`src/design/ccts_pkg.sv`:
```
// package for the cyclic can transmit scheduler
// holds command codes, sequencer states, the entry record and the dlc mapping
// no dependencies
`timescale 1ns / 1ps
`default_nettype none
package ccts_pkg;

  // slot and index fields are 4 bits wide, so the table size is fixed here
  localparam int unsigned TABLE_DEPTH = 16;

  typedef enum logic [2:0] {
    KIND_TICK   = 3'd0,
    KIND_ADD    = 3'd1,
    KIND_UPDATE = 3'd2,
    KIND_REMOVE = 3'd3,
    KIND_CLEAR  = 3'd4,
    KIND_START  = 3'd5,
    KIND_STOP   = 3'd6,
    KIND_SEND   = 3'd7
  } kind_t;

  typedef enum logic [2:0] {
    ST_IDLE,
    ST_WRITE,
    ST_PREP,
    ST_EVAL,
    ST_FLUSH
  } state_t;

  typedef struct packed {
    logic [28:0] id;
    logic        ext;
    logic        rtr;
    logic        fd;
    logic        brs;
    logic [6:0]  len;
    logic [15:0] period;
    logic        paused;
  } entry_t;

  localparam int unsigned ENTRY_W = $bits(entry_t);
  localparam int unsigned TIME_W  = 48;
  localparam logic [TIME_W-1:0] TIME_ALL_ONES = '1;

  // fd dlc code from byte length
  function automatic logic [6:0] len_to_code(input logic [6:0] len);
    logic [6:0] code;
    if (len <= 7'd8) code = len;
    else if (len <= 7'd12) code = 7'd9;
    else if (len <= 7'd16) code = 7'd10;
    else if (len <= 7'd20) code = 7'd11;
    else if (len <= 7'd24) code = 7'd12;
    else if (len <= 7'd32) code = 7'd13;
    else if (len <= 7'd48) code = 7'd14;
    else code = 7'd15;
    return code;
  endfunction

endpackage
`default_nettype wire

```
`src/design/ccts_ram.sv`:
```
// generic single write, single read ram with registered read data
// no dependencies
`timescale 1ns / 1ps
`default_nettype none
module ccts_ram #(
  parameter int unsigned WIDTH = 8,
  parameter int unsigned DEPTH = 16
) (
  input  wire logic                                    clk,
  input  wire logic                                    we,
  input  wire logic [((DEPTH > 1) ? $clog2(DEPTH) : 1)-1:0] waddr,
  input  wire logic [WIDTH-1:0]                        wdata,
  input  wire logic [((DEPTH > 1) ? $clog2(DEPTH) : 1)-1:0] raddr,
  output logic      [WIDTH-1:0]                        rdata
);

  logic [WIDTH-1:0] mem [DEPTH];

  always_ff @(posedge clk) begin
    if (we) begin
      mem[waddr] <= wdata;
    end
    rdata <= mem[raddr];
  end

endmodule
`default_nettype wire

```
`src/design/can_cyclic_tx_scheduler.sv`:
```
// cyclic can transmit scheduler top level
// depends on ccts_pkg and ccts_ram (entry table and due time table)
//
// channel | dir | handshake          | payload
// in_     | in  | in_valid/in_stall  | kind, index, time, entry contents
// out_    | out | out_valid/out_stall| slot, id, flags, dlc, length, last
// cfg_    | in  | cfg_we             | port_open bit
//
// add and update go through the write state; clear, stop and refused commands stay
// in idle; tick runs prep, an eval per entry and flush, start prep and an eval per entry,
// one table entry per cycle (for tick only while a firing entry can park the held frame)
// through the shared due-time compare/add unit and the single read port of each table ram
// remove runs prep and an eval per entry above the removed slot, send_now prep, eval, flush
// a stalled result holds the tick walk at the next firing entry
// reset clears count, sending, port_open and the handshake state; tables need no clear
`timescale 1ns / 1ps
`default_nettype none
module can_cyclic_tx_scheduler (
  input  wire logic        clk,
  input  wire logic        rst_n,
  // command items
  input  wire logic        in_valid,
  output logic             in_stall,
  input  wire logic [2:0]  in_kind,
  input  wire logic [3:0]  in_entry_index,
  input  wire logic [47:0] in_now_ms,
  input  wire logic [28:0] in_can_id,
  input  wire logic        in_extended,
  input  wire logic        in_remote,
  input  wire logic        in_flexible_rate,
  input  wire logic        in_bit_rate_switch,
  input  wire logic [6:0]  in_byte_length,
  input  wire logic [15:0] in_period_ms,
  input  wire logic        in_paused,
  // frame items
  output logic             out_valid,
  input  wire logic        out_stall,
  output logic [3:0]       out_slot,
  output logic [28:0]      out_id,
  output logic             out_extended,
  output logic             out_remote,
  output logic             out_fd,
  output logic             out_brs,
  output logic [6:0]       out_dlc_code,
  output logic [6:0]       out_length,
  output logic             out_last,
  // configuration
  input  wire logic        cfg_we,
  input  wire logic        cfg_wdata
);

  localparam int unsigned TABLE_DEPTH = ccts_pkg::TABLE_DEPTH;
  localparam int unsigned AW = (TABLE_DEPTH > 1) ? $clog2(TABLE_DEPTH) : 1;
  localparam int unsigned CW = $clog2(TABLE_DEPTH + 1);
  localparam int unsigned XW = (CW > 4) ? CW : 4;
  localparam int unsigned TW = ccts_pkg::TIME_W;

  ccts_pkg::state_t state_r, state_nxt;
  ccts_pkg::kind_t  kind_r, kind_nxt, in_kind_e;
  logic [3:0]       idx_r, idx_nxt;
  logic [TW-1:0]    now_r, now_nxt;
  ccts_pkg::entry_t ent_r, ent_nxt, in_ent;
  logic [CW-1:0]    count_r, count_nxt;
  logic             sending_r, sending_nxt;
  logic             port_open_r, port_open_nxt;
  logic [CW-1:0]    ptr_r, ptr_nxt, ptr_inc;
  logic             hold_valid_r, hold_valid_nxt;
  ccts_pkg::entry_t hold_ent_r, hold_ent_nxt;
  logic [3:0]       hold_slot_r, hold_slot_nxt;

  logic             out_valid_r, out_valid_nxt;
  ccts_pkg::entry_t out_ent_r, out_ent_nxt;
  logic [3:0]       out_slot_r, out_slot_nxt;
  logic             out_last_r, out_last_nxt;

  // table rams
  logic             ent_we, due_we;
  logic [AW-1:0]    ent_waddr, due_waddr, raddr;
  ccts_pkg::entry_t ent_wdata, ent_rdata;
  logic [TW-1:0]    due_wdata, due_rdata;

  logic             accept, out_free;
  logic             idx_ok, room_ok, tick_go, start_go, send_go;
  logic             fire, can_go, walk_last, rm_last, prep_rm_last;
  logic [TW:0]      resched_sum;
  logic [TW-1:0]    resched;

  assign in_kind_e = ccts_pkg::kind_t'(in_kind);
  assign accept    = in_valid && !in_stall;
  assign in_stall  = (state_r != ccts_pkg::ST_IDLE);
  assign out_free  = !out_valid_r || !out_stall;

  assign in_ent = '{id: in_can_id, ext: in_extended, rtr: in_remote, fd: in_flexible_rate,
                    brs: in_bit_rate_switch, len: in_byte_length, period: in_period_ms,
                    paused: in_paused};

  // admission checks on the incoming command
  assign idx_ok   = XW'(in_entry_index) < XW'(count_r);
  assign room_ok  = count_r < CW'(TABLE_DEPTH);
  assign tick_go  = port_open_r && sending_r && (count_r != '0);
  assign start_go = port_open_r && !sending_r;
  assign send_go  = port_open_r && idx_ok;

  // walk pointer bookkeeping
  assign ptr_inc      = ptr_r + 1'b1;
  assign walk_last    = ptr_inc >= count_r;
  assign rm_last      = ((CW + 1)'(ptr_inc) + 1'b1) >= (CW + 1)'(count_r);
  assign prep_rm_last = walk_last;

  // shared due-time unit: one compare and one saturating add per entry
  assign fire        = !ent_rdata.paused && !(now_r < due_rdata);
  assign resched_sum = {1'b0, now_r} + (TW + 1)'(ent_rdata.period);
  assign resched     = (ent_rdata.period == '0 || resched_sum[TW]) ?
                       ccts_pkg::TIME_ALL_ONES : resched_sum[TW-1:0];
  // a firing entry must park the previous hold in the output register first
  assign can_go      = !fire || !hold_valid_r || out_free;

  // read address follows the next pointer so data lines up with the eval cycle
  always_comb begin
    case (kind_r)
      ccts_pkg::KIND_REMOVE: raddr = AW'(ptr_nxt + 1'b1);
      ccts_pkg::KIND_SEND:   raddr = AW'(idx_r);
      default:               raddr = AW'(ptr_nxt);
    endcase
  end

  // next state
  always_comb begin
    state_nxt = state_r;
    case (state_r)
      ccts_pkg::ST_IDLE: begin
        if (accept) begin
          case (in_kind_e)
            ccts_pkg::KIND_TICK:   if (tick_go) state_nxt = ccts_pkg::ST_PREP;
            ccts_pkg::KIND_ADD:    if (room_ok) state_nxt = ccts_pkg::ST_WRITE;
            ccts_pkg::KIND_UPDATE: if (idx_ok) state_nxt = ccts_pkg::ST_WRITE;
            ccts_pkg::KIND_REMOVE: if (idx_ok) state_nxt = ccts_pkg::ST_PREP;
            ccts_pkg::KIND_START:  if (start_go && count_r != '0) state_nxt = ccts_pkg::ST_PREP;
            ccts_pkg::KIND_SEND:   if (send_go) state_nxt = ccts_pkg::ST_PREP;
            default:               state_nxt = ccts_pkg::ST_IDLE;
          endcase
        end
      end
      ccts_pkg::ST_WRITE: state_nxt = ccts_pkg::ST_IDLE;
      ccts_pkg::ST_PREP: begin
        if (kind_r == ccts_pkg::KIND_REMOVE && prep_rm_last) state_nxt = ccts_pkg::ST_IDLE;
        else state_nxt = ccts_pkg::ST_EVAL;
      end
      ccts_pkg::ST_EVAL: begin
        case (kind_r)
          ccts_pkg::KIND_TICK:   if (can_go && walk_last) state_nxt = ccts_pkg::ST_FLUSH;
          ccts_pkg::KIND_REMOVE: if (rm_last) state_nxt = ccts_pkg::ST_IDLE;
          ccts_pkg::KIND_START:  if (walk_last) state_nxt = ccts_pkg::ST_IDLE;
          default:               state_nxt = ccts_pkg::ST_FLUSH;
        endcase
      end
      ccts_pkg::ST_FLUSH: begin
        if (!hold_valid_r || out_free) state_nxt = ccts_pkg::ST_IDLE;
      end
      default: state_nxt = ccts_pkg::ST_IDLE;
    endcase
  end

  // datapath and ram controls
  always_comb begin
    kind_nxt       = kind_r;
    idx_nxt        = idx_r;
    now_nxt        = now_r;
    ent_nxt        = ent_r;
    count_nxt      = count_r;
    sending_nxt    = sending_r;
    port_open_nxt  = port_open_r;
    ptr_nxt        = ptr_r;
    hold_valid_nxt = hold_valid_r;
    hold_ent_nxt   = hold_ent_r;
    hold_slot_nxt  = hold_slot_r;
    out_valid_nxt  = out_valid_r;
    out_ent_nxt    = out_ent_r;
    out_slot_nxt   = out_slot_r;
    out_last_nxt   = out_last_r;
    ent_we         = 1'b0;
    due_we         = 1'b0;
    ent_waddr      = AW'(ptr_r);
    due_waddr      = AW'(ptr_r);
    ent_wdata      = ent_rdata;
    due_wdata      = due_rdata;

    if (out_valid_r && !out_stall) out_valid_nxt = 1'b0;

    case (state_r)
      ccts_pkg::ST_IDLE: begin
        if (accept) begin
          kind_nxt = in_kind_e;
          idx_nxt  = in_entry_index;
          now_nxt  = in_now_ms;
          ent_nxt  = in_ent;
          ptr_nxt  = (in_kind_e == ccts_pkg::KIND_REMOVE) ? CW'(in_entry_index) : '0;
          case (in_kind_e)
            ccts_pkg::KIND_CLEAR: count_nxt = '0;
            ccts_pkg::KIND_START: if (start_go) sending_nxt = 1'b1;
            ccts_pkg::KIND_STOP:  sending_nxt = 1'b0;
            default:              sending_nxt = sending_r;
          endcase
        end
      end
      ccts_pkg::ST_WRITE: begin
        ent_we    = 1'b1;
        due_we    = 1'b1;
        ent_waddr = (kind_r == ccts_pkg::KIND_ADD) ? AW'(count_r) : AW'(idx_r);
        due_waddr = ent_waddr;
        ent_wdata = ent_r;
        due_wdata = '0;
        if (kind_r == ccts_pkg::KIND_ADD) count_nxt = count_r + 1'b1;
      end
      ccts_pkg::ST_PREP: begin
        if (kind_r == ccts_pkg::KIND_REMOVE && prep_rm_last) count_nxt = count_r - 1'b1;
      end
      ccts_pkg::ST_EVAL: begin
        case (kind_r)
          ccts_pkg::KIND_TICK: begin
            if (can_go) begin
              if (fire) begin
                due_we    = 1'b1;
                due_wdata = resched;
                if (hold_valid_r) begin
                  out_valid_nxt = 1'b1;
                  out_ent_nxt   = hold_ent_r;
                  out_slot_nxt  = hold_slot_r;
                  out_last_nxt  = 1'b0;
                end
                hold_valid_nxt = 1'b1;
                hold_ent_nxt   = ent_rdata;
                hold_slot_nxt  = 4'(ptr_r);
              end
              if (!walk_last) ptr_nxt = ptr_inc;
            end
          end
          ccts_pkg::KIND_REMOVE: begin
            // compact: slot ptr takes the contents of slot ptr + 1
            ent_we = 1'b1;
            due_we = 1'b1;
            if (rm_last) count_nxt = count_r - 1'b1;
            else ptr_nxt = ptr_inc;
          end
          ccts_pkg::KIND_START: begin
            due_we    = 1'b1;
            due_wdata = now_r;
            if (!walk_last) ptr_nxt = ptr_inc;
          end
          default: begin
            hold_valid_nxt = 1'b1;
            hold_ent_nxt   = ent_rdata;
            hold_slot_nxt  = idx_r;
          end
        endcase
      end
      ccts_pkg::ST_FLUSH: begin
        if (hold_valid_r && out_free) begin
          out_valid_nxt  = 1'b1;
          out_ent_nxt    = hold_ent_r;
          out_slot_nxt   = hold_slot_r;
          out_last_nxt   = 1'b1;
          hold_valid_nxt = 1'b0;
        end
      end
      default: begin
        hold_valid_nxt = 1'b0;
      end
    endcase

    // a port write also drops cyclic sending
    if (cfg_we) begin
      port_open_nxt = cfg_wdata;
      sending_nxt   = 1'b0;
    end
  end

  always_ff @(posedge clk) begin
    if (!rst_n) begin
      state_r      <= ccts_pkg::ST_IDLE;
      count_r      <= '0;
      sending_r    <= 1'b0;
      port_open_r  <= 1'b0;
      hold_valid_r <= 1'b0;
      out_valid_r  <= 1'b0;
      ptr_r        <= '0;
      kind_r       <= ccts_pkg::KIND_TICK;
    end else begin
      state_r      <= state_nxt;
      count_r      <= count_nxt;
      sending_r    <= sending_nxt;
      port_open_r  <= port_open_nxt;
      hold_valid_r <= hold_valid_nxt;
      out_valid_r  <= out_valid_nxt;
      ptr_r        <= ptr_nxt;
      kind_r       <= kind_nxt;
    end
  end

  always_ff @(posedge clk) begin
    idx_r       <= idx_nxt;
    now_r       <= now_nxt;
    ent_r       <= ent_nxt;
    hold_ent_r  <= hold_ent_nxt;
    hold_slot_r <= hold_slot_nxt;
    out_ent_r   <= out_ent_nxt;
    out_slot_r  <= out_slot_nxt;
    out_last_r  <= out_last_nxt;
  end

  ccts_ram #(.WIDTH(ccts_pkg::ENTRY_W), .DEPTH(TABLE_DEPTH)) u_entry_ram (
    .clk   (clk),
    .we    (ent_we),
    .waddr (ent_waddr),
    .wdata (ent_wdata),
    .raddr (raddr),
    .rdata (ent_rdata)
  );

  ccts_ram #(.WIDTH(TW), .DEPTH(TABLE_DEPTH)) u_due_ram (
    .clk   (clk),
    .we    (due_we),
    .waddr (due_waddr),
    .wdata (due_wdata),
    .raddr (raddr),
    .rdata (due_rdata)
  );

  assign out_valid    = out_valid_r;
  assign out_slot     = out_slot_r;
  assign out_id       = out_ent_r.id;
  assign out_extended = out_ent_r.ext;
  assign out_remote   = out_ent_r.rtr;
  assign out_fd       = out_ent_r.fd;
  assign out_brs      = out_ent_r.brs;
  assign out_dlc_code = out_ent_r.fd ? ccts_pkg::len_to_code(out_ent_r.len) : out_ent_r.len;
  assign out_length   = out_ent_r.len;
  assign out_last     = out_last_r;

endmodule
`default_nettype wire

```
`config.mk`:
```
export PLATFORM = sky130hd
export DESIGN_NAME = can_cyclic_tx_scheduler
export DESIGN_NICKNAME = d
export VERILOG_FILES = /design/src/design/ccts_pkg.sv /design/src/design/ccts_ram.sv /design/src/design/can_cyclic_tx_scheduler.sv
export SDC_FILE = /design/constraint.sdc
export NUM_CORES = 2
export LEC_CHECK = 0
export BUFFER_PORTS_ARGS = -buffer_cell sky130_fd_sc_hd__buf_4
export CORE_MARGIN = 2
export CORE_UTILIZATION = 25
export DETAILED_ROUTE_END_ITERATION = 6
export PLACE_DENSITY = 0.46
export RECOVER_POWER = 50
export SLEW_MARGIN = 20
export SYNTH_ARGS = -nofsm -noshare
export SYNTH_HDL_FRONTEND = slang
export SYNTH_SLANG_ARGS = --single-unit
```
`constraint.sdc`:
```
create_clock -name clk -period 6.7 [get_ports clk]
set_clock_uncertainty 0.2 [all_clocks]
set_input_delay 0.67 -clock clk [delete_from_list [all_inputs] [get_ports clk]]
set_output_delay 0.67 -clock clk [all_outputs]
set_load 0.03 [all_outputs]
```
==> summary.md <==
| Metric | Value |
|---|---|
| Most common cell after layout, fill and taps aside | edfxtp_1 |
| Number of nets in the layout | 9455 |
| Mapped cell area | ~0.10 mm^2 |
| Worst Tran Pin Value | 3.24 ns |
| Worst Path Class, Setup | flop to flop |
| Die W | about 640 um |
| GR Util All Layers | between 10% and 20% |
| Routability cong. | between 0.8 and 0.9 |
| Register Area | 0.0589 mm^2 |
| Status | finished, violations left |
| Placement Rows | 232 |
| EDFF count, synth | between 1500 and 2000 |
| Vias per cell | 5.53 |
| First-pass GRT wire length | between 500000 and 600000 um |
| Final ANT Viol Nets | 0 |
| First-iteration detailed-routing DRC count | roughly 8400 |
| Largest net degree at the start of global routing | 226 |
| Max-slew violations | 727 |
| Max-Cap Viols | 16 |
| Setup TNS | 0 ns |
| Leak Pwr | 40.6 nW |
| Initial core utilization | 25.1% |
| CP Launch Type | flop |
| PD cells | ~260 mW/mm^2 |
| Final instance area | 0.117 mm^2 |
| Max IR drop VDD | 0.000236 V |
| Critical Path RT | 7.22 ns |
| Multi-input gate area | around 0.038 mm^2 |
| Drt pass-1 iters | 7 |
| Place WS | between 0.3 and 0.4 ns |
| Fin crit share | 96.8% |
| Congestion Overflow GR | 0 |
| Yosys warning total | 0 |
| Vias post-DR | 81484 |
| Syn Nets | around 9500 |
| Worst skew pair latency | slightly below 1 ns |
| Worst-path clk slew | 0.06 ns |
| P&R area growth vs syn | 16.0% |
| Post-CTS Setup Inserts | 0 |
| Hold Fails Final Rpt | 0 |
| Yosys reg bits | around 2000 |
| CTS sink cnt | around 2000 |
| DRC Markers | 1 |
| Hold WC Path Type | input port to flop |
| Sequential share of the synthesized area | 58.6% |
| Failing checks | design-rule violations, max-capacitance violations, max-slew violations |
| DP HPWL | just over 200000 um |
| CTS tree | built |
| Initial antenna violation count | 17 |
| Core Footprint | 0.400 mm^2 |
| Hold Slack | around 0.11 ns |
| WL final | about 380000 um |
| Crit. End Element | flop |
| RSZ-0062 raised after global routing | false |
| Final setup viols | 0 |
| Syn Inst Count | between 9000 and 10000 |
| Average cell area after synthesis | 10.8 um^2 |
| Maximum clock rate | roughly 150 MHz |
| Unique cell type count in the Yosys netlist | 81 |
| Slew Limit Headroom | -116% |
| Most frequent cells in the layout | 1878 x edfxtp_1, 1347 x nand2_1, 1291 x nand3_1 |
| Share of flip-flops with an asynchronous set or reset | 0% |
| Root Buffer | clkbuf_16 |
| Final WS setup | around 0.21 ns |
| WL/cell | roughly 26 um |
| CP Max Fanout | 27 |
| Cell area after placement | between 0.1 and 0.15 mm^2 |
| Post-synth top flop | edfxtp_1 |
| Vias in the first global route | 80072 |
| Die footprint | 0.407 mm^2 |
| Longest Clk Path Bufs | 4 |
| Chip Height | 638 um |
| Crit path time final | 6.49 ns |
| Port Buf Inserts | 171 |
| CTS Buf Count | 228 |
| FILL cells | 40762 |
| Io pins | 172 |
| H-tree depth | 4 |
| Layout cells sized above 1 | 8.23% |
| CP Data Arrival Time | 7.01 ns |
| Post-route core utilization | 29.2% |
[report_power, final]
| part | internal (mW) | switching (mW) |
|---|---|---|
| sequential | 14.3 | 0.272 |
| clock | 7.07 | 5.37 |
| combinational | 0.880 | 2.04 |
| total | 22.2 | 7.68 |
[worst max-delay path: stages, from the launching register on]
cell and delay (ns):
dfxtp_1 0.33, clkbuf_1 0.79, inv_1 0.65, nand2_1 0.79
clkbuf_1 2.19, o21ai_0 0.36, a21oi_1 0.64, buf_4 0.32
[layout make-up]
cell class / count / share of cell area (%)
Timing Repair Buffer: 577 / 4.53
Multi-Input combinational cell: 6364 / 32.8
Tap cell: 5265 / 5.65
Sequential cell: 2003 / 50.5
Antenna cell: 8 / 0.0172
Clock inverter: 113 / 0.894
Inverter: 79 / 0.269
Clock buffer: 315 / 5.37
[final timing paths]
path                                   end  slack (ns)                startpoint  cells after the start
max reg2reg  u_due_ram.mem[0][1]$_DFFE_PP_        0.21   state_r[1]$_SDFFE_PN0P_                      7
max          u_due_ram.mem[0][1]$_DFFE_PP_        0.21   state_r[1]$_SDFFE_PN0P_                      7
min                 kind_r[2]$_SDFFE_PN0P_        0.11                  in_valid                      4
min reg2reg           out_id[18]$_DFFE_PP_        0.21  hold_ent_r[46]$_DFFE_PP_                      0
[synth_stat cells (5+ instances only)]
master | count | area (um^2)
edfxtp_1 | 1878 | 56400
nand2_1 | 1350 | 5070
nand3_1 | 1291 | 6460
and3_1 | 849 | 5310
clkbuf_1 | 708 | 2660
a21oi_1 | 513 | 2570
a211oi_1 | 428 | 3210
mux2i_1 | 425 | 4250
a31oi_1 | 240 | 1500
a311oi_1 | 213 | 1870
nor4_1 | 213 | 1330
dfxtp_1 | 125 | 2500
nor2_1 | 115 | 432
o22ai_1 | 112 | 701
a221o_1 | 107 | 1070
buf_2 | 105 | 526
o21ai_0 | 103 | 515
ha_1 | 82 | 1030
inv_1 | 78 | 293
buf_1 | 48 | 180
o221ai_1 | 25 | 219
a22oi_1 | 24 | 180
xnor2_1 | 23 | 201
nand4_1 | 19 | 119
nor2b_1 | 19 | 119
and2_1 | 16 | 100
nor3_1 | 15 | 75.1
a21o_1 | 14 | 105
nand2b_1 | 13 | 81.3
a21boi_0 | 12 | 90.1
buf_4 | 11 | 82.6
o211ai_1 | 11 | 82.6
o21a_1 | 10 | 75.1
xor2_1 | 10 | 87.6
a221oi_1 | 9 | 78.8
or3_1 | 9 | 56.3
a211o_1 | 7 | 61.3
buf_6 | 7 | 78.8
mux2_2 | 6 | 67.6
a32oi_1 | 5 | 43.8
o31ai_1 | 5 | 37.5
or2_2 | 5 | 31.3
[kinds of logic after synthesis]
family / count (synthesis) / share of synthesized area (%)
XOR/XNOR: 34 / 0.304
buffers and inverters: 958 / 3.80
multiplexers: 431 / 4.30
adder cells (fa/ha/maj): 84 / 1.06
AO/OA/AOI/OAI: 1880 / 12.7
flip-flops: 2003 / 58.6
AND/OR/NAND/NOR: 3935 / 19.3
[flip-flops by register name, indices dropped and copies added (netlist names), 3 cells and up]
name,cells
u_entry_ram.rdata,57
state_r,3
u_due_ram.mem,768
out_id,29
out_slot,4
ptr_r,5
out_length,7
hold_slot_r,4
u_entry_ram.mem,912
hold_ent_r,40
now_r,48
ent_r,57
count_r,5
idx_r,4
u_due_ram.rdata,48
kind_r,3
[routing by layer]
layer,GRT usage [%],vias up,wire (um)
met4,6.39,6,13500
li1,-,35847,-
met1,23.9,41466,164000
met5,0,-,34
met2,29.0,3491,174000
met3,2.73,674,27700
[what timing repair did]
item	CTS	global route
gates resized for setup	0	1
hold buffers	121	0
endpoints found under the hold margin	129	0
endpoints found under the setup margin	0	22
[per-stage QoR]
stage	power, mW	instances
global placement	17.6	14165
CTS	30.2	14714
finish	29.9	14724
detailed placement	17.6	14165
global route	30.9	14719
floorplan	16.3	9325
No activity file was read; power rests on OpenSTA's default activity.
